`src/design/scq_pkg.sv`:
```
// Shared types and constants of the similarity query result cache.
`default_nettype none
package scq_pkg;

	localparam int ELEM_W  = 16;
	localparam int KEY_W   = 64;
	localparam int DIST_W  = 32;
	localparam int LABEL_W = 32;
	localparam int ACC_W   = 48;
	localparam int SQ_W    = 2 * (ELEM_W + 1);

	localparam int CAP_W  = 5;
	localparam int THR_W  = 48;
	localparam int DIMR_W = 7;
	localparam int KR_W   = 5;
	localparam int CFG_W  = 48;

	localparam logic [1:0] CFG_CAPACITY     = 2'd0;
	localparam logic [1:0] CFG_THRESHOLD    = 2'd1;
	localparam logic [1:0] CFG_DIM_IN_USE   = 2'd2;
	localparam logic [1:0] CFG_RESULT_COUNT = 2'd3;

	localparam logic [1:0] KIND_ELEM  = 2'd0;
	localparam logic [1:0] KIND_FILL  = 2'd1;
	localparam logic [1:0] KIND_CLEAR = 2'd2;

	localparam logic [CAP_W-1:0]  CAP_RST = 5'd16;
	localparam logic [THR_W-1:0]  THR_RST = 48'd655;
	localparam logic [DIMR_W-1:0] DIM_RST = 7'd64;
	localparam logic [KR_W-1:0]   K_RST   = 5'd16;

	// Element value times 1000 in Q8.8 is q * 125 / 32.
	localparam logic [KEY_W-1:0] KEY_PRIME = 64'd31;
	localparam int T_MUL   = 125;
	localparam int T_SHIFT = 5;
	localparam int T_W     = 24;

	typedef enum logic [3:0] {
		ST_IDLE,
		ST_PAD,
		ST_SEARCH,
		ST_DIST,
		ST_DECIDE,
		ST_EMIT,
		ST_MISS,
		ST_FSEARCH,
		ST_EVCHK,
		ST_EVSCAN,
		ST_FREESCAN,
		ST_COPY
	} state_t;

	typedef struct packed {
		logic clr;
		logic step;
		logic pad;
	} key_ctl_t;

	typedef struct packed {
		logic clr;
		logic vld;
		logic qzero;
	} dist_ctl_t;

endpackage
`default_nettype wire

```
`src/design/scq_dist.sv`:
```
// Squared distance unit: one difference squared and accumulated per cycle.
`default_nettype none
module scq_dist (
	input  wire logic                              clk,
	input  wire logic                              arst_n,
	input  wire scq_pkg::dist_ctl_t                ctl,
	input  wire logic signed [scq_pkg::ELEM_W-1:0] q_elem,
	input  wire logic signed [scq_pkg::ELEM_W-1:0] e_elem,
	output logic [scq_pkg::ACC_W-1:0]              acc,
	output logic                                   pend
);
	logic signed [scq_pkg::ELEM_W:0]   diff;
	logic signed [scq_pkg::SQ_W-1:0]   sq;
	logic [scq_pkg::SQ_W-1:0]          sq_s2;
	logic                              v_s2;
	logic [scq_pkg::ACC_W:0]           sum;
	logic [scq_pkg::ACC_W-1:0]         acc_q;

	always_comb begin
		diff = (ctl.qzero ? (scq_pkg::ELEM_W + 1)'(0) : (scq_pkg::ELEM_W + 1)'(q_elem))
			- (scq_pkg::ELEM_W + 1)'(e_elem);
		sq   = diff * diff;
		sum  = (scq_pkg::ACC_W + 1)'(acc_q) + (scq_pkg::ACC_W + 1)'(sq_s2);
	end

	always_ff @(posedge clk) begin
		sq_s2 <= $unsigned(sq);
	end

	always_ff @(posedge clk or negedge arst_n) begin
		if (!arst_n) begin
			v_s2  <= 1'b0;
			acc_q <= '0;
		end else begin
			v_s2 <= ctl.vld;
			if (ctl.clr) begin
				acc_q <= '0;
			end else if (v_s2) begin
				acc_q <= sum[scq_pkg::ACC_W] ? '1 : sum[scq_pkg::ACC_W-1:0];
			end
		end
	end

	assign acc  = acc_q;
	assign pend = v_s2;
endmodule
`default_nettype wire

```
`config.mk`:
```
export PLATFORM = sky130hd
export DESIGN_NAME = scq_dist
export DESIGN_NICKNAME = d
export VERILOG_FILES = /design/src/design/scq_pkg.sv /design/src/design/scq_dist.sv
export SDC_FILE = /design/constraint.sdc
export NUM_CORES = 1
export LEC_CHECK = 0
export BUFFER_PORTS_ARGS = -buffer_cell sky130_fd_sc_hd__buf_2
export CORE_MARGIN = 3
export CORE_UTILIZATION = 25
export CTS_BUF_LIST = sky130_fd_sc_hd__clkbuf_8
export DETAILED_ROUTE_END_ITERATION = 12
export HOLD_SLACK_MARGIN = 0.1
export PLACE_DENSITY_LB_ADDON = 0.05
export SETUP_SLACK_MARGIN = 0.4
export SLEW_MARGIN = 20
export SYNTH_ARGS = -nofsm -noshare
export SYNTH_HDL_FRONTEND = slang
export SYNTH_SLANG_ARGS = --single-unit
```
`constraint.sdc`:
```
create_clock -name clk -period 7.4 [get_ports clk]
set_input_delay 1.48 -clock clk [delete_from_list [all_inputs] [get_ports clk]]
set_output_delay 1.48 -clock clk [all_outputs]
set_load 0.02 [all_outputs]
```
# == Word-level counts from Yosys, hierarchy flattened ==
# Index checks and enable logic that the tools add are counted.
# totals
regBits,83
out_inout_bits,49
# op_classes
add_sub_neg,2
n_mul,1
mux,4
n_reduce_logical,1
# op_table
op,n
48-bit 2-to-1 mux,3
48-bit by 34-bit adder with 49-bit output,1
17-bit by 17-bit multiplier with 34-bit output,1
17-bit 2-to-1 mux,1
17-bit by 16-bit subtractor with 17-bit output,1
2-bit nonzero test,1

# == Depth between registers and ports, before layout ==
# logic_depth
ltp_word,4
depth_mapped,38
ltp_nobuf,35

# == Least setup slack after synthesis ==
# No wires, ideal clock.
# synth_timing
path_kind,in2reg
start,input ctl[0] (netlist name)
end,register sq_s2[32] (netlist name)
setup_ps,64
t_arrival_ps,9629
slack_ps,-2293
path_stages,35
path_buffers,2
cell_sequence,clkbuf_1 -> nand2b_1 -> ha_1 -> fa_1 -> nand2b_1 -> a21boi_0 -> o21ai_0 -> a211oi_1 -> o311ai_0 -> a21oi_1 -> nor3_1 -> mux2_2 -> inv_1 -> clkbuf_1 -> nor2_1 -> fa_1 -> inv_1 -> fa_1 -> inv_1 -> fa_1 -> fa_1 -> fa_1 -> inv_1 -> fa_1 -> inv_1 -> ha_1 -> a21oi_1 -> o21ai_0 -> and2_1 -> a31oi_1 -> o2111ai_1 -> nand3_1 -> a31oi_1 -> or4b_2 -> nand4_1
# synth_via
elab_chain_cells,3
# synth_lines
item,line,text
start: declaration,scq_dist.sv:6,"input wire scq_pkg::dist_ctl_t ctl,"
17-bit 2-to-1 mux,scq_dist.sv:20,diff = (ctl.qzero ? (scq_pkg::ELEM_W + 1)'(0) : (scq_pkg::ELEM_W + 1)'(q_elem))
17-bit by 16-bit subtractor with 17-bit output,scq_dist.sv:21,- (scq_pkg::ELEM_W + 1)'(e_elem);
17-bit by 17-bit multiplier with 34-bit output,scq_dist.sv:22,sq = diff * diff;
"named net sq, one bit",scq_dist.sv:13,logic signed [scq_pkg::SQ_W-1:0] sq;
end signal: assignment,scq_dist.sv:27,sq_s2 <= $unsigned(sq);
end: declaration,scq_dist.sv:14,logic [scq_pkg::SQ_W-1:0] sq_s2;
# The timed path passes the listed nets, and every way through them passes these cells.
# A chain may end at the register's enable or synchronous reset.

# == Worst setup path in the final report ==
# layout_timing
start,input ctl[0] (netlist name)
end,register sq_s2[33] (netlist name)
# Same word-level chain as after synthesis.

==> flow_summary.yaml <==
outcome:
  status: "finished with violations"
  violations: "setup timing"
finish:
  final_common_cell: "inv_1"
  area_growth_pct: 32.0
  final_area_sq_mm: 0.0199
  final_net_count: 2477
  antenna_cells: 0
  drive_above_1_share_pct: 28.1
  fillers: 6261
  final_cell_mix: "inv_1, buf_4, fa_1"
placement:
  portBuffers: 85
  gp_congestion: 0.799
  dp_hpwl_mm: 37.2
  place_area_sq_mm: 0.0188
worst_setup_path:
  max_stage_delay_ns: 0.60
  r2r-end: "acc[25]"
  path_class: "input port to flop"
  required_ns: 7.70
  worstPathMaxFanout: 8
  critPathArrivalTime_ns: 8.82
  crit_top_cell: "fa_1"
  endpoint_kind: "flop"
  ff2ff_path_depth: 11
  reg2reg_slack_ns: 3.69
  cp-start-kind: "input port"
  r2r_start: "acc[0]"
  cpMaxStageDelayCell: "fa_2"
routing:
  viasPerCell: 4.24
  antenna_left: 0
  drt-wirelength-per-cell_microns: 15.4
  wl_mm: 43.5
  drt-pass1-iter-count: 5
  vias: 12000
  first_iter_violations: 307
  drc: 0
hold_path:
  worstHoldPathCells: 1
  hold_end: "acc[34]"
  min_path_type: "flop to flop"
  min_from: "acc[34]"
die:
  rows: 89
  ioPinCount: 86
  fp.dieH_microns: 251
  die_width_microns: 251
  start_util_pct: 25.4
  coreArea_sq_mm: 0.0592
  dieArea_sq_mm: 0.0632
timing:
  worst_pin_slew_ns: 1.03
  post-route-period-util_pct: 115
  setup_violations: 19
  hold_viol_final: 0
  rsz0062_at_grt: "yes"
  fin_crit_ns: 8.51
  max-slew-margin-rel_pct: 31.2
  setup_ws_ns: -1.11
  skew_ns: 0.0222
  maxSlewViolCount: 0
  max_clock_freq_mhz: 117
clock_network:
  cts_buffers: 9
  clock_latency_ns: 0.38
  cts.sinks: 82
  root_buffer: "clkbuf_8"
  clkSlewWorstSetupHoldPaths_ns: 0.10
  htree_num_levels: 3
  clock_path_buffers: 2
  cts_tree: "done"
synth:
  syn_avg_cell_area_sq_um: 8.93
  yosys.cell_types.count: 66
  netlist_area_sq_mm: 0.0151
  syn_inst: 1686
  synth_edf_count: 0
  synth_seq_cells: 82
  synthFlopType: "dfrtp_1"
  yosysWarnings: 0
  synthArstFlopShare_pct: 59.8
  synth_nets: 2125
  seq_area_frac_synth_pct: 12.5
global_routing:
  grt_max_degree: 69
  grt_usage_pct: 14.2
  grt_pass1_vias: 13100
  grt_pass1_wl_mm: 71.6
  gr-total-overflow: 0
  antenna_found_initial: 0
run:
  cap_viol_max_count: 0
==> critical path: cells and delay by family <==
kind	cells	cell delay, ns
xor+xnor	1	0.13
simple gates	7	0.90
buf+inv	8	0.68
fa+ha+maj	9	3.76
mux	1	0.29
compound gates	10	1.57
==> metal layers <==
metal	GRT usage (%)	wire length (microns)
met5	0	0
met3	1.75	1310
met4	2.14	321
met2	23.8	20000
met1	20.0	21900
==> cell usage after synthesis (all sizes together) (3+ instances only) <==
master    n  share of area, %
or2       5              0.21
o21bai    8              0.40
inv     377               9.4
nor2    165               4.1
or4       3              0.15
a21o     39               1.9
nand2b   13              0.54
o211ai    9              0.45
a21oi    65               2.2
and3     14              0.58
nor3b     3              0.15
clkbuf   42               1.0
fa      273                36
xnor2    46               2.7
and4      6              0.35
nor2b    25               1.0
nand3    18              0.60
a31o      3              0.17
a211oi   18              0.90
xor2     32               1.9
buf       7              0.36
o21ai    30               1.0
nor3     21              0.70
dfxtp    33               4.4
a311oi   24               1.4
o21a     10              0.50
mux2i     4              0.27
o31ai     4              0.20
nor4bb    3              0.20
ha      129                11
dfrtp    49               8.1
nand2   135               3.4
and2      6              0.25
nand4     9              0.37
clkinv    3             0.075
nand3b    3              0.15
or3       6              0.25
a31oi    13              0.54
a21boi    3              0.15
==> through the flow <==
stage | hold WS [ns] | worst slack [ns] | utilization [%] | setup TNS, ns | cells
floorplan | 0.634 | -1.49 | - | -17.84 | 1686
global placement | 0.545 | -2.10 | 31.7 | -33.55 | 2769
detailed placement | 0.545 | -2.26 | 31.7 | -35.39 | 2769
CTS | 0.557 | -1.26 | 32.7 | -16.24 | 2800
global route | 0.577 | -1.40 | 33.5 | -21.55 | 2816
finish | 0.559 | -1.11 | 33.5 | -16.07 | 2816
==> state kept, by name, summed over array words and instances, names as in the netlist <==
signal / cells
acc: 48
sq_s2: 33
pend: 1
==> area by class of cell <==
cell class / count / area, sq um / area share, %
flip-flops and latches: 82 / 1890 / 9.50
inverters: 380 / 1440 / 7.26
well taps: 773 / 967 / 4.87
clock inverters: 7 / 87.6 / 0.441
clock buffers: 9 / 124 / 0.624
multi-input cells: 1175 / 12400 / 62.6
repair buffers: 390 / 2930 / 14.7
==> what timing repair did <==
item	CTS	global route
resized for setup	51	95
buffers inserted	15	16
endpoints found under the setup margin	24	25
pin swaps	44	59
hold buffers	0	0
==> worst max-delay path by stage <==
| stage | from | end | slack (ns) | depth (start not counted) |
|---|---|---|---|---|
| after floorplan | ctl[0] | sq_s2[32] | -1.49 | 35 |
| after global routing | ctl[0] | sq_s2[33] | -1.40 | 36 |
| final | ctl[0] | sq_s2[33] | -1.11 | 36 |
| after global placement | ctl[0] | sq_s2[32] | -2.10 | 34 |
| after CTS | ctl[0] | sq_s2[33] | -1.26 | 36 |
| after detailed placement | ctl[0] | sq_s2[32] | -2.26 | 34 |
==> logic make-up (layout without fill, tap and decap cells) <==
kind of cell | count (synthesis) | after routing | share of synthesized area, %
flip-flops | 82 | 82 | 12.5
AO/OA/AOI/OAI | 251 | 251 | 11.4
XOR/XNOR | 78 | 78 | 4.54
AND/OR/NAND/NOR | 439 | 439 | 13.3
buffers and inverters | 429 | 786 | 10.9
adder cells (fa/ha/maj) | 402 | 402 | 47.0
multiplexers | 5 | 5 | 0.341
Power is not shown: default switching activity piles up to over one toggle a cycle in this logic, so the estimate is an artifact.
