## src/design/scq_pkg.sv

```systemverilog
// Shared types and constants of the similarity query result cache.
`default_nettype none
package scq_pkg;

	localparam int ELEM_W  = 16;
	localparam int KEY_W   = 64;
	localparam int DIST_W  = 32;
	localparam int LABEL_W = 32;
	localparam int ACC_W   = 48;
	localparam int SQ_W    = 2 * (ELEM_W + 1);

	localparam int CAP_W  = 5;
	localparam int THR_W  = 48;
	localparam int DIMR_W = 7;
	localparam int KR_W   = 5;
	localparam int CFG_W  = 48;

	localparam logic [1:0] CFG_CAPACITY     = 2'd0;
	localparam logic [1:0] CFG_THRESHOLD    = 2'd1;
	localparam logic [1:0] CFG_DIM_IN_USE   = 2'd2;
	localparam logic [1:0] CFG_RESULT_COUNT = 2'd3;

	localparam logic [1:0] KIND_ELEM  = 2'd0;
	localparam logic [1:0] KIND_FILL  = 2'd1;
	localparam logic [1:0] KIND_CLEAR = 2'd2;

	localparam logic [CAP_W-1:0]  CAP_RST = 5'd16;
	localparam logic [THR_W-1:0]  THR_RST = 48'd655;
	localparam logic [DIMR_W-1:0] DIM_RST = 7'd64;
	localparam logic [KR_W-1:0]   K_RST   = 5'd16;

	// Element value times 1000 in Q8.8 is q * 125 / 32.
	localparam logic [KEY_W-1:0] KEY_PRIME = 64'd31;
	localparam int T_MUL   = 125;
	localparam int T_SHIFT = 5;
	localparam int T_W     = 24;

	typedef enum logic [3:0] {
		ST_IDLE,
		ST_PAD,
		ST_SEARCH,
		ST_DIST,
		ST_DECIDE,
		ST_EMIT,
		ST_MISS,
		ST_FSEARCH,
		ST_EVCHK,
		ST_EVSCAN,
		ST_FREESCAN,
		ST_COPY
	} state_t;

	typedef struct packed {
		logic clr;
		logic step;
		logic pad;
	} key_ctl_t;

	typedef struct packed {
		logic clr;
		logic vld;
		logic qzero;
	} dist_ctl_t;

endpackage
`default_nettype wire

```

## src/design/scq_key.sv

```systemverilog
// Running query key: key times 31 plus the scaled element, or times 31 alone on padding, wrapping.
`default_nettype none
module scq_key (
	input  wire logic                          clk,
	input  wire logic                          arst_n,
	input  wire scq_pkg::key_ctl_t             ctl,
	input  wire logic signed [scq_pkg::ELEM_W-1:0] elem,
	output logic [scq_pkg::KEY_W-1:0]          key
);
	logic signed [scq_pkg::T_W-1:0]   prod;
	logic signed [scq_pkg::T_W-1:0]   t;
	logic [scq_pkg::KEY_W-1:0]        key_q;
	logic [scq_pkg::KEY_W-1:0]        mul;

	always_comb begin
		prod = scq_pkg::T_W'(elem) * scq_pkg::T_W'(scq_pkg::T_MUL);
		// Division rounds toward zero, so negative values are biased first.
		if (prod < 0) begin
			t = (prod + scq_pkg::T_W'((1 << scq_pkg::T_SHIFT) - 1)) >>> scq_pkg::T_SHIFT;
		end else begin
			t = prod >>> scq_pkg::T_SHIFT;
		end
		// Times 31 as thirty-two times the key less the key.
		mul = (key_q << 5) - key_q;
	end

	always_ff @(posedge clk or negedge arst_n) begin
		if (!arst_n) begin
			key_q <= '0;
		end else if (ctl.clr) begin
			key_q <= '0;
		end else if (ctl.step) begin
			key_q <= mul + scq_pkg::KEY_W'(t);
		end else if (ctl.pad) begin
			key_q <= mul;
		end
	end

	assign key = key_q;
endmodule
`default_nettype wire

```

## config.mk

```make
export PLATFORM = sky130hd
export DESIGN_NAME = scq_key
export DESIGN_NICKNAME = d
export VERILOG_FILES = /design/src/design/scq_pkg.sv /design/src/design/scq_key.sv
export SDC_FILE = /design/constraint.sdc
export NUM_CORES = 1
export LEC_CHECK = 0
export BUFFER_PORTS_ARGS = -buffer_cell sky130_fd_sc_hd__buf_2
export CAP_MARGIN = 15
export CORE_MARGIN = 8
export CORE_UTILIZATION = 25
export DETAILED_ROUTE_END_ITERATION = 16
export GPL_ROUTABILITY_DRIVEN = 0
export PLACE_DENSITY = 0.43
export SYNTH_ARGS = -nofsm -noshare
export SYNTH_HDL_FRONTEND = slang
export SYNTH_SLANG_ARGS = --single-unit
export TNS_END_PERCENT = 30
```

## constraint.sdc

```tcl
create_clock -name clk -period 12.1 [get_ports clk]
set_clock_uncertainty 0.05 [all_clocks]
set_input_delay 1.815 -clock clk [delete_from_list [all_inputs] [get_ports clk]]
set_output_delay 1.815 -clock clk [all_outputs]
set_load 0.02 [all_outputs]
```

[Yosys cells after proc, flatten, opt, wreduce, memory -nomap -nowiden]
Cells that the tools add are included.
Storage, ports and cells
  flip-flop bits (word level): 64
  input port bits: 21
  output and inout port bits: 64
  word-level logic and storage cells: 11
Cells by class
  add/sub/neg operators: 3
  multiply operators: 1
  magnitude comparators: 1
  multiplexer cells: 4
  reduce and logical (&&, ||, !) cells: 1
Operators with widths (count)
  $mux W64: 3
  $add A64 B64 Y64: 1
  $sub A64 B64 Y64: 1
  $add A24 B6 Y24 const B: 1
  $lt A24 B1 Y1 const B: 1
  $mul A16 B8 Y24 const B: 1
  $mux W24: 1
  $reduce_bool A3 Y1: 1

[Logic depth before layout (Yosys ltp)]
Gate-level depths: netlist of the first run.
  depth in word-level cells: 6
  gate-level depth with buffers: 35

[Worst setup path after synthesis of the first run]
Ideal clock, no wire load.
  path kind: input to register
  start point: input port elem[10] (netlist bit)
  end point: register key_q, in the netlist key[54]
  arrival time: 9.980 ns
  slack: 1.966 ns
  stages: 30
  buffers on the path: 2
  path through: inv_1 > fa_1 > fa_1 > inv_1 > fa_1 > inv_1 > fa_1 > inv_1 > ha_1 > clkbuf_1 > nand3_1 > or2_2 > o2111ai_1 > or4b_4 > o21ai_2 > nor4_4 > a21oi_2 > ha_1 > clkbuf_1 > a21o_1 > a21o_1 > a221oi_1 > nor2_1 > nor3_1 > o31ai_2 > a221o_1 > a311oi_2 > o21bai_2 > xnor2_1 > a221oi_1
On the way
  word-level cells in the longest chain between the ends: 6
  elaborated cells between the ends (all ways): 7
RTL lines
  start, declared: line scq_key.sv:7  | input wire logic signed [scq_pkg::ELEM_W-1:0] elem,
  $mul A16 B8 Y24 (*): line scq_key.sv:16  | prod = scq_pkg::T_W'(elem) * scq_pkg::T_W'(scq_pkg::T_MUL);
  $add A24 B6 Y24 or $lt A24 B1 Y1 (tied branches): line scq_key.sv:19, scq_key.sv:18
  $mux W24 (*): line scq_key.sv:18  | if (prod < 0) begin
  $add A64 B64 Y64 (*): line scq_key.sv:33  | key_q <= mul + scq_pkg::KEY_W'(t);
  $mux W64 (*): line scq_key.sv:32  | end else if (ctl.step) begin
  $mux W64 (*): line scq_key.sv:30  | end else if (ctl.clr) begin
  end signal, assigned: line scq_key.sv:33
  end signal, assigned: line scq_key.sv:35  | key_q <= mul;
  end, declared: line scq_key.sv:12  | logic [scq_pkg::KEY_W-1:0] key_q;
Every way passes the cells marked *; elsewhere a longest branch is shown, timed or not.
A chain may end at the register's enable or synchronous reset.

[Final worst setup path of the first run]
  start point: input port elem[10] (netlist bit)
  end point: register key_q, in the netlist key[58]
Same word-level chain as after synthesis.

==> results of run 1 <==
[worst max-delay path: cells and delay by family]
| kind | cells | cell delay [ns] |
|---|---|---|
| buf+inv | 5 | 0.45 |
| fa+ha+maj | 6 | 2.70 |
| simple gates | 6 | 1.50 |
| compound gates | 14 | 3.37 |
| xor+xnor | 2 | 0.60 |
[cells by family (layout without fill, tap and decap cells)]
kind of cell / Yosys count / count (layout) / share of synthesized area, %
AOI/OAI and AO/OA: 627 / 627 / 29.2
xor gates and xnor gates: 163 / 163 / 9.74
adders and majority gates: 244 / 244 / 23.7
buffers and inverters: 330 / 351 / 9.36
DFF: 64 / 64 / 10.9
muxes: 9 / 9 / 0.611
and+or+nand+nor: 498 / 498 / 16.5
[final cells by class]
type / count / area share [%]
Sequential cell: 64 / 10.0
Clock buffer: 10 / 1.49
Timing Repair Buffer: 91 / 3.00
Clock inverter: 6 / 0.274
Tap cell: 773 / 6.04
Inverter: 244 / 5.72
Multi-Input combinational cell: 1541 / 73.5
[final timing paths]
check	cells after the start	startpoint	endpoint	slack [ns]
setup / recovery	33	elem[10]	key[58]$_DFFE_PN0P_	1.87
hold / removal	2	key[61]$_DFFE_PN0P_	key[61]$_DFFE_PN0P_	0.55
setup reg to reg	22	key[2]$_DFFE_PN0P_	key[59]$_DFFE_PN0P_	5.63
hold reg to reg	2	key[61]$_DFFE_PN0P_	key[61]$_DFFE_PN0P_	0.55
max in group asynchronous	2	arst_n	key[6]$_DFFE_PN0P_	9.73
min in group asynchronous	1	arst_n	key[62]$_DFFE_PN0P_	1.19
[per-stage QoR]
step	area, um^2	hold WS [ns]	worst slack, ns
floorplan	14700	0.595	1.97
finish	16000	0.554	1.87
global route	16000	0.614	1.24
global placement	15700	0.545	1.59
CTS	16000	0.569	1.89
detailed placement	15700	0.550	1.50
[layer usage]
metal,global-route usage [%],share of wire [%],up-vias
met5,0,0,-
met1,19.8,48,6663
met4,4.28,2.3,0
met2,24.5,46,255
li1,-,-,6888
met3,1.46,3.5,56
[layout by cell type (no fill, tap or decap), drive strengths merged, types with 35 or more instances in the layout]
cell / n
a211oi: 76
a21o: 95
a21oi: 166
buf: 91
dfrtp: 64
fa: 59
ha: 185
inv: 244
nand2: 146
nand4: 35
nor2: 145
o21ai: 109
xnor2: 93
xor2: 70
==> results.json, run 1 <==
{
  "cts.sinks": 64,
  "yosys.area.top_type": "ha_1",
  "dieArea_mm2": 0.0670,
  "min_period_ns": 10.23,
  "synthDominantCellAreaShare_pct": 15.7,
  "overflow": 0,
  "stdcell_count": 2729,
  "cap_violations": 0,
  "cts_resized": 0,
  "rsz0062_at_grt": "false",
  "portBuffers": 84,
  "slew_headroom_pct": 40.8,
  "cts_root_buf": "clkbuf_16",
  "clk_pin_slew_worst_paths_ns": 0.07,
  "netlist_instances": 1935,
  "cts_buffer_depth": 2,
  "synth_ff_type": "dfrtp_1",
  "yosysWarningCount": 0,
  "critPathRequiredTime_ns": 12.34,
  "yosys-top-cells-count": "243 x inv_1, 185 x ha_1, 163 x a21oi_1, 145 x nor2_1, 144 x nand2_1",
  "grt_pass1_vias": 14000,
  "ant_nets": 0,
  "drt_iter0_drc": 803,
  "core_mm2": 0.0587,
  "antenna_found_initial": 0,
  "fin_util_pct": 27.3,
  "htree_levels": 3,
  "postCtsHoldBufs": 0,
  "multi_input_area_mm2": 0.0118,
  "clk_latency_ns": 0.37,
  "synth.distinct_cells": 98,
  "fp.dieH_um": 259,
  "ys_seq_area_share_pct": 10.9,
  "synth-edff-count": 0,
  "drt-total-wl_mm": 50.0,
  "cts_tree": "done",
  "post_cts_buffers": 0,
  "synth.most_common_cell": "inv_1",
  "hold_violations": 0,
  "setup_viol": 0,
  "area_growth_pct": 8.65,
  "largest_reg_flops": 64,
  "initial_core_util_pct": 25.1,
  "die_w_um": 259,
  "vias_per_cell": 5.08,
  "synth.area.top_cells": "ha_1 16%, dfrtp_1 11%, fa_1 8.0%",
  "final-seq-area_mm2": 0.00160,
  "dp_hpwl_mm": 41.3,
  "io_pins": 85,
  "ys_ff_latch": 64,
  "synth_async_sr_flop_share_pct": 100,
  "worst_setup_path_end_kind": "register",
  "critical_path_class": "in -> reg",
  "firstDrtPassIters": 6,
  "slowest_delay_ns": 0.52,
  "hp-class": "reg -> reg",
  "rows": 89,
  "fin_nets": 2216,
  "worst_pin_slew_ns": 0.888,
  "drc": 0,
  "wl_per_cell_um": 18.3,
  "setup-tns-final_ns": 0,
  "drv_slew": 0,
  "syn_nets": 2200,
  "fmax_mhz": 97.8,
  "grt_max_degree": 76,
  "track_usage_pct": 14.6,
  "synth_area_per_cell_um2": 7.61,
  "netlist_area_mm2": 0.0147,
  "cts_made_buffers": 9,
  "status": "finished clean",
  "dp.cells": 2713,
  "cpMaxStageDelayCell": "fa_1",
  "critical_path.max_fanout": 7,
  "grt_pass1_wl_mm": 79.4,
  "nFillCells": 6452,
  "cp.arrival_ns": 10.47,
  "via_count": 13900,
  "diodes": 0,
  "drive_gt1_share_pct": 8.49,
  "period_share_pct": 84.5,
  "start_kind": "primary input"
}
Power of run 1 is not shown: default switching activity piles up to over one toggle a cycle in this logic, so the estimate is an artifact.
==> run 2: changes to the inputs <==
--- a/config.mk
+++ b/config.mk
@@ -5,13 +5,14 @@
 export SDC_FILE = /design/constraint.sdc
 export NUM_CORES = 1
 export LEC_CHECK = 0
+export ABC_AREA = 1
 export BUFFER_PORTS_ARGS = -buffer_cell sky130_fd_sc_hd__buf_2
 export CAP_MARGIN = 15
 export CORE_MARGIN = 8
 export CORE_UTILIZATION = 25
 export DETAILED_ROUTE_END_ITERATION = 16
 export GPL_ROUTABILITY_DRIVEN = 0
-export PLACE_DENSITY = 0.43
+export PLACE_DENSITY = 0.45
 export SYNTH_ARGS = -nofsm -noshare
 export SYNTH_HDL_FRONTEND = slang
 export SYNTH_SLANG_ARGS = --single-unit
==> constraint.sdc (replaced) <==
create_clock -name clk -period 8.8 [get_ports clk]
set_clock_uncertainty 0.05 [all_clocks]
set_input_delay 1.32 -clock clk [delete_from_list [all_inputs] [get_ports clk]]
set_output_delay 1.32 -clock clk [all_outputs]
set_load 0.02 [all_outputs]
==> results.json, run 2 <==
{
  "timing.final.ws_setup_ns": 0.733,
  "initial_core_util_pct": 25.3,
  "clk_pin_slew_worst_paths_ns": 0.06,
  "cp.arrival_ns": 8.24,
  "largest_reg_flops": 64,
  "cts_buffer_depth": 2,
  "yosys-top-cells-count": "594 x inv_1, 571 x nand2_1, 313 x nor2_1, 201 x a21oi_1, 186 x nand3_1",
  "drive_gt1_share_pct": 5.68,
  "ant_nets": 0,
  "synth_compound_area_share_pct": 18.6,
  "final_common_cell": "inv_1",
  "cpMaxStageDelayCell": "fa_1",
  "cts.sinks": 64,
  "hold_violations": 0,
  "drt_iter0_drc": 1264,
  "htree_levels": 3,
  "io_pins": 85,
  "grt_max_degree": 68,
  "wl_per_cell_um": 18.0,
  "portBuffers": 84,
  "hp-class": "reg -> reg",
  "rows": 93,
  "fin_nets": 3078,
  "ys_seq_area_share_pct": 9.85,
  "min_period_ns": 8.07,
  "synth-edff-count": 0,
  "critPathRequiredTime_ns": 8.97,
  "cts_resized": 0,
  "dp.cells": 3657,
  "grt_pass1_wl_mm": 101,
  "synth_top_family_by_area": "simple AND/OR/NAND/NOR gates",
  "vias_per_cell": 4.75,
  "synth_area_per_cell_um2": 5.95,
  "synth-simple-area-share_pct": 31.3,
  "slowest_delay_ns": 0.52,
  "drv_slew": 0,
  "critical_path_class": "in -> reg",
  "fmax_mhz": 124,
  "yosys.area.top_type": "ha_1",
  "postCtsHoldBufs": 0,
  "period_share_pct": 91.7,
  "critical_path.top_delay_family": "adder cells",
  "layout_common_cells": "593 x inv_1, 571 x nand2_1, 310 x nor2_1",
  "stdcell_count": 3671,
  "setup-tns-final_ns": 0,
  "synthAdderAreaFrac_pct": 21.5,
  "antenna_found_initial": 0,
  "synth_mux_area_share_pct": 0,
  "overflow": 0,
  "rrSetupSlack_ns": 3.44,
  "rsz0062_at_grt": "false",
  "diodes": 0,
  "critPathMostFrequentCell": "nand2_1",
  "syn_nets": 2999,
  "critical_path.max_fanout": 11,
  "status": "finished clean",
  "grt_pass1_vias": 17400,
  "setup_viol": 0,
  "firstDrtPassIters": 6,
  "drc": 0,
  "post_cts_buffers": 0,
  "synth_xor_area_share_pct": 4.09,
  "crit_buf_inv": 7,
  "worst_setup_path_end_kind": "register",
  "synth_ff_type": "dfrtp_1",
  "start_kind": "primary input",
  "track_usage_pct": 17.6,
  "synthDominantCellAreaShare_pct": 14.2,
  "cts_made_buffers": 9,
  "via_count": 17400,
  "worst_pin_slew_ns": 1.00,
  "whs_ns": 0.489,
  "netlist_area_mm2": 0.0163,
  "dp_hpwl_mm": 56.7,
  "netlist_instances": 2734,
  "cts_tree": "done",
  "cts_root_buf": "clkbuf_16",
  "cap_violations": 0,
  "die_w_um": 271,
  "synth.distinct_cells": 56,
  "slew_headroom_pct": 33.2,
  "ys_ff_latch": 64,
  "drt-total-wl_mm": 66.2,
  "area_growth_pct": 10.7,
  "synth_async_sr_flop_share_pct": 100,
  "core_mm2": 0.0643,
  "synth.area.top_cells": "ha_1 14%, inv_1 14%, nand2_1 13%",
  "dpl_worst_slack_ns": 0.282,
  "dieArea_mm2": 0.0735,
  "yosysWarningCount": 0,
  "fp.dieH_um": 271,
  "clk_latency_ns": 0.38,
  "synth.most_common_cell": "inv_1"
}
run 2: cell count changes in the layout (fill, tap and decap cells not counted), moves of 19 or more:
cell	previous run	this run
a21o_1	92	26
a221oi_1	24	0
nand3_1	33	186
nand2_1	144	571
o21ai_0	100	166
nor2b_1	19	0
a21oi_1	163	201
nor2_1	145	310
inv_1	243	593
a211oi_1	72	2
o211ai_1	11	30
xnor2_1	93	21
run 2: cell type report:
class	count	area (um^2)
fillers	7440	46300
inverters	597	2240
flip-flops and latches	64	1600
multi-input cells	2047	12300
repair buffers	94	508
clock inverters	3	43.8
well taps	855	1070
clock buffers	11	243
run 2: cells by family (layout without fill, tap and decap cells):
family / count (synthesis) / after routing
flops: 64 / 64
simple gates: 1199 / 1199
buf+inv: 623 / 705
xor+xnor: 76 / 76
compound gates: 528 / 528
fa+ha+maj: 244 / 244
run 2: metal layers:
metal | wire (um) | vias to the layer above | GRT usage [%]
met4 | 2230 | 0 | 6.21
met2 | 28700 | 486 | 27.6
met1 | 31700 | 7938 | 24.5
li1 | - | 8918 | -
met5 | 0 | - | 0
met3 | 3520 | 101 | 1.98
run 2: path summary, 6_finish.rpt:
kind	to	start	cells past startpoint
min in group asynchronous	key[48]$_DFFE_PN0P_	arst_n	2
max reg2reg	key[54]$_DFFE_PN0P_	key[43]$_DFFE_PN0P_	25
max in group asynchronous	key[3]$_DFFE_PN0P_	arst_n	2
min reg2reg	key[62]$_DFFE_PN0P_	key[62]$_DFFE_PN0P_	2
min	key[62]$_DFFE_PN0P_	key[62]$_DFFE_PN0P_	2
max	key[47]$_DFFE_PN0P_	elem[4]	37
run 2: tightest hold or removal path: cells and delay by family, from the launching register on:
kind             cells  cell delay, ns
and+or+nand+nor      2            0.13
DFF                  1            0.38
run 2: per-stage QoR:
stage / util, % / instance area (um^2)
4_1_cts: 28.0 / 18000
3_5_place_dp: 27.5 / 17700
6_report: 28.0 / 18000
5_1_grt: 28.0 / 18000
2_1_floorplan: - / 16300
3_3_place_gp: 27.5 / 17700
Power of run 2 is left out for the same reason.
