File: src/design/scq_ram.sv
// Generic single write port RAM with registered read.
`default_nettype none
module scq_ram #(
	parameter int W     = 8,
	parameter int DEPTH = 16
) (
	input  wire logic                                         clk,
	input  wire logic                                         we,
	input  wire logic [((DEPTH > 1) ? $clog2(DEPTH) : 1)-1:0] waddr,
	input  wire logic [W-1:0]                                 wdata,
	input  wire logic [((DEPTH > 1) ? $clog2(DEPTH) : 1)-1:0] raddr,
	output logic      [W-1:0]                                 rdata
);
	logic [W-1:0] mem_q [DEPTH];

	always_ff @(posedge clk) begin
		if (we) begin
			mem_q[waddr] <= wdata;
		end
		rdata <= mem_q[raddr];
	end
endmodule
`default_nettype wire

File: config.mk
export PLATFORM = sky130hd
export DESIGN_NAME = scq_ram
export DESIGN_NICKNAME = d
export VERILOG_FILES = /design/src/design/scq_ram.sv
export SDC_FILE = /design/constraint.sdc
export NUM_CORES = 1
export LEC_CHECK = 0
export ABC_AREA = 1
export BUFFER_PORTS_ARGS = -buffer_cell sky130_fd_sc_hd__buf_4
export CAP_MARGIN = 20
export CORE_MARGIN = 10
export CORE_UTILIZATION = 50
export DETAILED_ROUTE_END_ITERATION = 8
export PLACE_DENSITY = 0.67
export SLEW_MARGIN = 40
export SYNTH_ARGS = -nofsm -noshare
export SYNTH_HDL_FRONTEND = slang
export SYNTH_SLANG_ARGS = --single-unit
File: constraint.sdc
create_clock -name clk -period 1.6 [get_ports clk]
set_clock_uncertainty 0.05 [all_clocks]
set_input_delay 0.24 -clock clk [delete_from_list [all_inputs] [get_ports clk]]
set_output_delay 0.24 -clock clk [all_outputs]
set_load 0.02 [all_outputs]
After elaboration in Yosys (flattened, before gate mapping):

Memory sizes are Yosys's and may differ from the RTL's. A register that Yosys moved wholly into a read port is not among the register bits.
Cells that the tools add are included.

* muxes and demuxes: 2

Operators with widths (count)
* 2-to-1 mux 1 bit: 2

* bits in registers: 0
* memory bits (writable): 128
* input port bits: 18
* output and inout port bits: 8
* word-level logic and storage cells: 3
* memories: 1

Memory list
* mem_q: words 16, bits a word 8, read ports 1, clocked after Yosys merged registers in 1, write ports 1, line 14 `logic [W-1:0] mem_q [DEPTH];`

Longest topological paths before layout:

Gate-level depths: netlist of run 1.

* depth in word-level cells: 2
* gate-level depth with buffers: 8
* mapped depth without buffers: 7

Worst setup path before layout of run 1:

OpenSTA, ideal clock, no wires.

* path type: input-to-reg
* start point: input waddr[2] (netlist bit)
* end point: memory mem_q[10][0] (enable)
* setup time: 0.370 ns
* data arrival time: 0.821 ns
* data required time: 1.180 ns
* path slack: 0.359 ns
* cell stages on the path: 2
* path buffers: 0
* path through: nand3b_1 -> nor2_1

RTL lines
* from (decl): line 9 `input wire logic [((DEPTH > 1) ? $clog2(DEPTH) : 1)-1:0] waddr,`
* to (decl): line 14

No word-level cell before the write port.

Final worst setup path of run 1:

* start point: register rdata[7] (read register of mem_q)
* end point: output rdata[7]

RTL lines
* from (decl): line 12 `output logic [W-1:0] rdata`

No word-level cell between the ends.

==> flow_summary_export.csv, run 1 <==
group,metric,value,unit
outcome,status,"complete, no violations",
critical_path,cp_slowest_cell,"dfxtp_1",
routing,viasPerCell,5.132,
floorplanning,dieWidth,127.4,microns
clock_tree,clk_pin_slew_worst_paths,60,ps
timing,worst_pin_slew,278.2,ps
clock_tree,cts-resized-gates,0,
global_route,met1_usage,0.2184,
flow_run,drv_cap,0,
clock_tree,root_buffer,"clkbuf_16",
yosys,yosysTopAreaCell,"edfxtp_1",
global_route,grt_usage,0.1660,
cells_and_area,area_growth,18.01,%
yosys,yosysUniqueCellTypes,12,
floorplanning,start_util,0.5072,
global_route,grt_overflow_total,0,
timing,setup_tns,0,ps
place,dp_hpwl,8005,microns
cells_and_area,final_area,0.006805,sq mm
cells_and_area,layout-drive-gt1-share,0.1379,
place,gp_congestion,0.8020,
clock_tree,cts_buffer_depth,2,
power_and_ir_drop,power_density,1237,mW/mm^2
yosys,syn_area_per_cell,10.47,sq um
timing,clock.fmax,0.8454,GHz
power_and_ir_drop,ir_drop,0.6656,mV
critical_path,crit_buf_inv,1,
place,placed_cells,720,
critical_path,required,1310,ps
cells_and_area,final_cells,752,
global_route,grtUsageMet3,0.04425,
yosys,ys_top_cells_by_area,"edfxtp_1, nand2_1, nand3_1",
floorplanning,die_h,127.4,microns
yosys,netlist_area,0.005767,sq mm
routing,vias,3859,
yosys,synth_seq_cells,136,
critical_path,cp_cell_sequence,"buf_4",
floorplanning,die_area,0.01623,sq mm
floorplanning,core_area,0.01137,sq mm
routing,first_pass_iters,5,
global_route,antenna_found_initial,0,
critical_path,endpoint_kind,"primary output",
routing,ant_nets,0,
cells_and_area,num-nets-final,614,
clock_tree,clock_sinks,136,
timing,period_needed,1183,ps
place,place_area,0.006205,sq mm
critical_path,critPathMaxStageDelay,340,ps
yosys,syn_nets,569,
critical_path,path_delay_family,"flip-flops",
yosys,yosysWarnings,0,
place,pre_cts_slack,145.5,ps
routing,wl,12860,microns
global_route,grt_most_used_layer,"met2",
yosys,synth_cells,551,
timing,setup_viol,0,
hold_path,hp-class,"primary input to register",
critical_path,critPathLaunchType,"register",
cells_and_area,final_cell_mix,"nand2_1, edfxtp_1, inv_1",
routing,avgRoutedWirePerCell,17.10,microns
cells_and_area,diodes,0,
clock_tree,postCtsSetupBuffers,0,
timing,final-max-slew-violation-count,0,
critical_path,critPathMaxFanout,1,
clock_tree,h-tree-depth,4,
global_route,use_met2,0.2608,
place,portBuffers,25,
floorplanning,io_pins,26,
clock_tree,hold_buffers,0,
cells_and_area,fin_util,0.5985,
yosys,synth_top_area_share,0.6665,
timing,timing.final.crit_share,0.7393,
routing,first_iter_violations,465,
cells_and_area,num-fill-cells,909,
floorplanning,placementRows,39,
clock_tree,cts_tree,"built",
critical_path,critPathKind,"register to primary output",
timing,slew_headroom,0.8143,
yosys,yosysSeqAreaShare,0.6943,
critical_path,worstPathArrival,890,ps
power_and_ir_drop,leakagePower,2.975,nW
global_route,grt_pass1_wl,20630,microns
routing,route.detailed.drc,0,
global_route,grt_max_degree,37,
timing,hold_viol,0,
clock_tree,clk-insertion-delay-late,410,ps
cells_and_area,final_common_cell,"nand2_1",
timing,worst_slack,417.1,ps
global_route,grt_pass1_vias,3765,
clock_tree,cts_buffers,17,
timing,rsz0062_at_grt,"no",
final timing paths:
check        slack, ps  depth (start not counted)              startpoint               end
max reg2reg        490                          6   mem_q[9][5]$_DFFE_PP_  rdata[5]$_DFF_P_
max                420                          1        rdata[7]$_DFF_P_          rdata[7]
min reg2reg        610                          6  mem_q[12][2]$_DFFE_PP_  rdata[2]$_DFF_P_
min                 90                          3                raddr[3]  rdata[6]$_DFF_P_
final cells by class:
class | count | area [sq um] | area share
Tap cell | 143 | 178.9 | 0.02629
Inverter | 102 | 382.9 | 0.05626
Sequential cell | 136 | 4004 | 0.5883
Clock buffer | 21 | 480.5 | 0.07060
Clock inverter | 11 | 120.1 | 0.01765
Multi-Input combinational cell | 289 | 1214 | 0.1783
Timing Repair Buffer | 50 | 425.4 | 0.06251
where the power goes:
part | internal (W) | leakage [nW] | switching [W]
clock | 0.00245 | 0.291 | 0.00140
combinational | 0.000184 | 1.46 | 0.000370
sequential | 0.00398 | 1.22 | 0.0000238
logic make-up (layout without fill, tap and decap cells):
group,after synthesis,count (layout),share of synthesized area
flip-flops,136,136,0.6943
buffers and inverters,126,184,0.09525
AND/OR/NAND/NOR,289,289,0.2105
flip-flops by register name, indices dropped and copies added, names as in the netlist:
signal  count
mem_q     128
rdata       8
metal layers:
metal | vias to the layer above | routed length (microns)
met5 | - | 0
met1 | 1837 | 5673
li1 | 1863 | -
met4 | 0 | 206
met3 | 21 | 903
met2 | 138 | 6077
synthesized netlist by cell type, drive strengths merged:
library cell and number:
nand3 97, buf 24, dfxtp 8, inv 102, nand2 173, edfxtp 128
nor2 17, nand3b 2
stage by stage:
stage	hold slack (ps)	total power, W
4_1_cts	75.23	0.008454
3_3_place_gp	505.7	0.004621
2_1_floorplan	288.9	0.004386
6_report	85.66	0.008416
5_1_grt	98.92	0.008670
3_5_place_dp	502.9	0.004634
No activity file was read; power rests on OpenSTA's default activity.
==> inputs of run 2 (changes only) <==
==> constraint.sdc (replaced) <==
create_clock -name clk -period 1.2 [get_ports clk]
set_clock_uncertainty 0.05 [all_clocks]
set_input_delay 0.18 -clock clk [delete_from_list [all_inputs] [get_ports clk]]
set_output_delay 0.18 -clock clk [all_outputs]
set_load 0.02 [all_outputs]
==> flow_summary_export.csv, run 2 (synthesis results as in run 1) <==
group,metric,value,unit
timing,worst_hold_slack,52.22,ps
timing,rsz0062_at_grt,"no",
cells_and_area,final_area,0.006847,sq mm
global_route,grt_pass1_vias,3937,
place,pre_cts_slack,-89.46,ps
place,dp_hpwl,8366,microns
clock_tree,clk-insertion-delay-late,410,ps
floorplanning,io_pins,26,
timing,setup_viol,0,
critical_path,crit_buf_inv,1,
critical_path,cp_cell_sequence,"buf_4",
power_and_ir_drop,design_power_total,0.01148,W
floorplanning,placementRows,39,
outcome,status,"complete, no violations",
place,place_area,0.006235,sq mm
critical_path,path_delay_family,"flip-flops",
routing,ant_nets,0,
power_and_ir_drop,leakagePower,3.003,nW
cells_and_area,final_common_cell,"nand2_1",
routing,first_iter_violations,593,
critical_path,critPathMaxFanout,1,
timing,timing.final.crit_share,0.9734,
floorplanning,core_area,0.01137,sq mm
timing,hold_viol,0,
timing,slew_headroom,0.8030,
cells_and_area,num-nets-final,618,
timing,period_needed,1168,ps
critical_path,required,970,ps
clock_tree,clk_pin_slew_worst_paths,50,ps
global_route,grt_pass1_wl,21240,microns
timing,final-max-slew-violation-count,0,
critical_path,critPathKind,"register to primary output",
cells_and_area,layout-drive-gt1-share,0.1373,
hold_path,hp-class,"primary input to register",
cells_and_area,multi_input_area,0.001214,sq mm
cells_and_area,final_cells,755,
cells_and_area,max_flop_register,"mem_q",
timing,clock.fmax,0.8561,GHz
timing,worst_pin_slew,294.7,ps
clock_tree,clock_sinks,136,
routing,vias,3901,
power_and_ir_drop,power_density,1677,mW/mm^2
floorplanning,die_area,0.01623,sq mm
global_route,grt_overflow_total,0,
clock_tree,cts_tree,"built",
clock_tree,cts_buffer_depth,2,
floorplanning,dieWidth,127.4,microns
clock_tree,root_buffer,"clkbuf_16",
clock_tree,cts-resized-gates,0,
place,portBuffers,25,
global_route,grt_max_degree,33,
critical_path,endpoint_kind,"primary output",
floorplanning,die_h,127.4,microns
clock_tree,postCtsSetupBuffers,0,
cells_and_area,final_cell_mix,"nand2_1, edfxtp_1, inv_1",
clock_tree,h-tree-depth,4,
critical_path,worstPathArrival,940,ps
cells_and_area,largest_reg_flops,128,
cells_and_area,reg.largest.list,"mem_q: 128 flops, rdata: 8 flops",
place,gp_congestion,0.8622,
clock_tree,cts_buffers,17,
clock_tree,hold_buffers,0,
timing,worst_slack,31.91,ps
cells_and_area,diodes,0,
critical_path,critPathMaxStageDelay,370,ps
routing,viasPerCell,5.167,
routing,first_pass_iters,6,
critical_path,critPathLaunchType,"register",
floorplanning,start_util,0.5072,
power_and_ir_drop,ir_drop,0.8492,mV
global_route,grt_usage,0.1695,
place,placed_cells,724,
cells_and_area,num-fill-cells,916,
routing,wl,13170,microns
cells_and_area,area_growth,18.72,%
global_route,antenna_found_initial,0,
cells_and_area,register_area,0.004004,sq mm
critical_path,cp_slowest_cell,"dfxtp_1",
flow_run,drv_cap,0,
routing,route.detailed.drc,0,
routing,avgRoutedWirePerCell,17.45,microns
## run 2: report_power, final
| group | total (W) | internal [W] | switching, W |
|---|---|---|---|
| Sequential | 0.00535 | 0.00531 | 0.0000364 |
| Combinational | 0.000754 | 0.000255 | 0.000499 |
| Clock | 0.00538 | 0.00356 | 0.00182 |
## run 2: final timing paths
path	start	end	slack, ps	cells after the start
setup / recovery	rdata[0]$_DFF_P_	rdata[0]	30	1
hold / removal	raddr[3]	rdata[4]$_DFF_P_	50	3
setup reg to reg	mem_q[1][2]$_DFFE_PP_	rdata[2]$_DFF_P_	110	6
hold reg to reg	mem_q[2][0]$_DFFE_PP_	rdata[0]$_DFF_P_	630	6
## run 2: final cells by class
type                    count  area share
flip-flops and latches    136      0.5848
multi-input cells         289      0.1773
clock buffers              22     0.06780
repair buffers             54     0.06652
inverters                 102     0.05592
well taps                 143     0.02613
clock inverters             9     0.02156
## run 2: per-layer routing
| metal | vias to the layer above | track usage | share of wire |
|---|---|---|---|
| li1 | 1871 | - | - |
| met1 | 1853 | 0.2239 | 0.43 |
| met2 | 164 | 0.2717 | 0.48 |
| met3 | 13 | 0.04425 | 0.073 |
| met4 | 0 | 0.04488 | 0.012 |
| met5 | - | 0 | 0 |
## run 2: per-stage QoR
stage / util / TNS, ps
2_1_floorplan: - / 0
3_3_place_gp: 0.5484 / -2686
3_5_place_dp: 0.5484 / -3763
4_1_cts: 0.6022 / 0
5_1_grt: 0.6022 / 0
6_report: 0.6022 / 0
==> inputs of run 3 (changes only) <==
--- a/config.mk
+++ b/config.mk
@@ -11,7 +11,7 @@
 export CORE_MARGIN = 10
 export CORE_UTILIZATION = 50
 export DETAILED_ROUTE_END_ITERATION = 8
-export PLACE_DENSITY = 0.67
+export PLACE_DENSITY_LB_ADDON = 0.2
 export SLEW_MARGIN = 40
 export SYNTH_ARGS = -nofsm -noshare
 export SYNTH_HDL_FRONTEND = slang
==> flow_summary_export.csv, run 3 (synthesis results as in run 1) <==
group,metric,value,unit
hold_path,whs_endpoint,"mem_q[4][4]$_DFFE_PP_",
routing,first_pass_iters,5,
place,portBuffers,25,
clock_tree,clock_sinks,136,
floorplanning,io_pins,26,
critical_path,critPathKind,"register to primary output",
critical_path,regToRegEndpoint,"rdata[6]$_DFF_P_",
cells_and_area,layout-drive-gt1-share,0.1354,
timing,clock.fmax,0.8575,GHz
power_and_ir_drop,design_power_total,0.01157,W
place,gp_congestion,0.8190,
power_and_ir_drop,power_density,1681,mW/mm^2
critical_path,cp_cell_sequence,"buf_4",
routing,vias,3866,
floorplanning,core_area,0.01137,sq mm
power_and_ir_drop,seqPwrFrac,0.462,
global_route,grt_pass1_wl,20120,microns
hold_path,hp-class,"primary input to register",
floorplanning,die_area,0.01623,sq mm
critical_path,cp_slowest_cell,"dfxtp_1",
critical_path,timing.rr.start,"mem_q[13][6]$_DFFE_PP_",
timing,slew_headroom,0.8065,
timing,worst_hold_slack,44.03,ps
floorplanning,die_h,127.4,microns
timing,timing.final.crit_share,0.9718,
power_and_ir_drop,p_int,0.009226,W
cells_and_area,final_common_cell,"nand2_1",
routing,avgRoutedWirePerCell,16.82,microns
timing,setup_tns,0,ps
global_route,grt_overflow_total,0,
clock_tree,hold_buffers,0,
clock_tree,root_buffer,"clkbuf_16",
critical_path,endpoint_kind,"primary output",
clock_tree,h-tree-depth,4,
cells_and_area,final_cells,756,
power_and_ir_drop,switching_share,0.2024,
floorplanning,placementRows,39,
global_route,grt_usage,0.1617,
clock_tree,clk-insertion-delay-late,410,ps
clock_tree,cts_tree,"built",
timing,final-max-slew-violation-count,0,
power_and_ir_drop,leakagePower,3.018,nW
floorplanning,dieWidth,127.4,microns
place,dp_hpwl,8167,microns
clock_tree,cts_buffer_depth,2,
timing,worst_pin_slew,289.9,ps
power_and_ir_drop,ir_drop,1.020,mV
timing,rsz0062_at_grt,"no",
cells_and_area,area_growth,19.29,%
cells_and_area,num-nets-final,618,
routing,ant_nets,0,
power_and_ir_drop,clockPowerShare,0.474,
routing,wl,12720,microns
routing,viasPerCell,5.114,
critical_path,critPathMaxFanout,1,
power_and_ir_drop,p_sw,0.002341,W
global_route,antenna_found_initial,0,
place,pre_cts_slack,-107.0,ps
critical_path,critPathMaxStageDelay,370,ps
cells_and_area,diodes,0,
critical_path,worstPathArrival,940,ps
cells_and_area,final_cell_mix,"nand2_1, edfxtp_1, inv_1",
clock_tree,cts_buffers,17,
outcome,status,"complete, no violations",
critical_path,required,970,ps
global_route,grt_pass1_vias,3761,
timing,hold_viol,0,
cells_and_area,max_flop_register,"mem_q",
critical_path,critPathLaunchType,"register",
clock_tree,clk_pin_slew_worst_paths,60,ps
floorplanning,start_util,0.5072,
flow_run,drv_cap,0,
routing,first_iter_violations,396,
critical_path,r2r_slack,130,ps
routing,route.detailed.drc,0,
global_route,grt_max_degree,60,
timing,setup_viol,0,
hold_path,hp-start,"wdata[4]",
critical_path,path_delay_family,"flip-flops",
power_and_ir_drop,p_comb_frac,0.064,
hold_path,holdPathStages,1,
place,placed_cells,724,
cells_and_area,reg.largest.list,"mem_q: 128 flops, rdata: 8 flops",
timing,period_needed,1166,ps
critical_path,ff2ff_path_depth,6,
critical_path,crit_buf_inv,1,
timing,worst_slack,33.80,ps
cells_and_area,largest_reg_flops,128,
critical_path,worstSetupStartpoint,"rdata[0]$_DFF_P_",
==> run 3: cell types whose count changed in the layout (fill, tap and decap cells not counted), sizes merged <==
cell,before,now
bufinv,4,5
clkinvlp,1,0
clkbuf,22,21
clkinv,4,6
==> run 3: worst max-delay path by stage <==
| stage | to | slack [ps] | cells after the start |
|---|---|---|---|
| 2_1_floorplan | mem_q[4][0]$_DFFE_PP_ | 20 | 2 |
| 3_3_place_gp | rdata[6]$_DFF_P_ | -40 | 8 |
| 3_5_place_dp | rdata[6]$_DFF_P_ | -110 | 8 |
| 4_1_cts | rdata[6] | 4 | 1 |
| 5_1_grt | rdata[0] | 2 | 1 |
| 6_report | rdata[0] | 30 | 1 |
==> run 3: timing repair <==
item                                   in CTS  in global routing
gates resized for setup                     0                  1
endpoints found under the hold margin       0                  0
setup endpoints to repair                   0                  1
setup buffers                               0                  0
==> run 3: metal layers <==
layer  routed length, microns  track usage  vias up
met3                      758      0.05170       17
li1                         -            -     1872
met5                        0            0        -
met1                     5717       0.2133     1858
met2                     6056       0.2442      119
met4                      187      0.06095        0
==> run 3: power groups by stage <==
stage               combinational [W]  sequential, W  clock [W]
floorplan                    0.000375        0.00547          0
global placement             0.000729        0.00544          0
detailed placement           0.000738        0.00545          0
CTS                          0.000745        0.00535    0.00554
global route                 0.000820        0.00536    0.00573
finish                       0.000738        0.00535    0.00548
==> run 3: layout make-up <==
cell class,count,area [sq um]
Clock buffer,21,440.4
Clock inverter,11,177.7
Fill cell,912,4491
Inverter,102,382.9
Multi-Input combinational cell,289,1214
Sequential cell,136,4005
Tap cell,143,178.9
Timing Repair Buffer,54,480.5
==> run 3: metrics by stage <==
stage               instance area [sq um]    util
global route                         6879  0.6050
floorplan                            5767       -
finish                               6879  0.6050
detailed placement                   6260  0.5506
global placement                     6260  0.5506
CTS                                  6878  0.6049
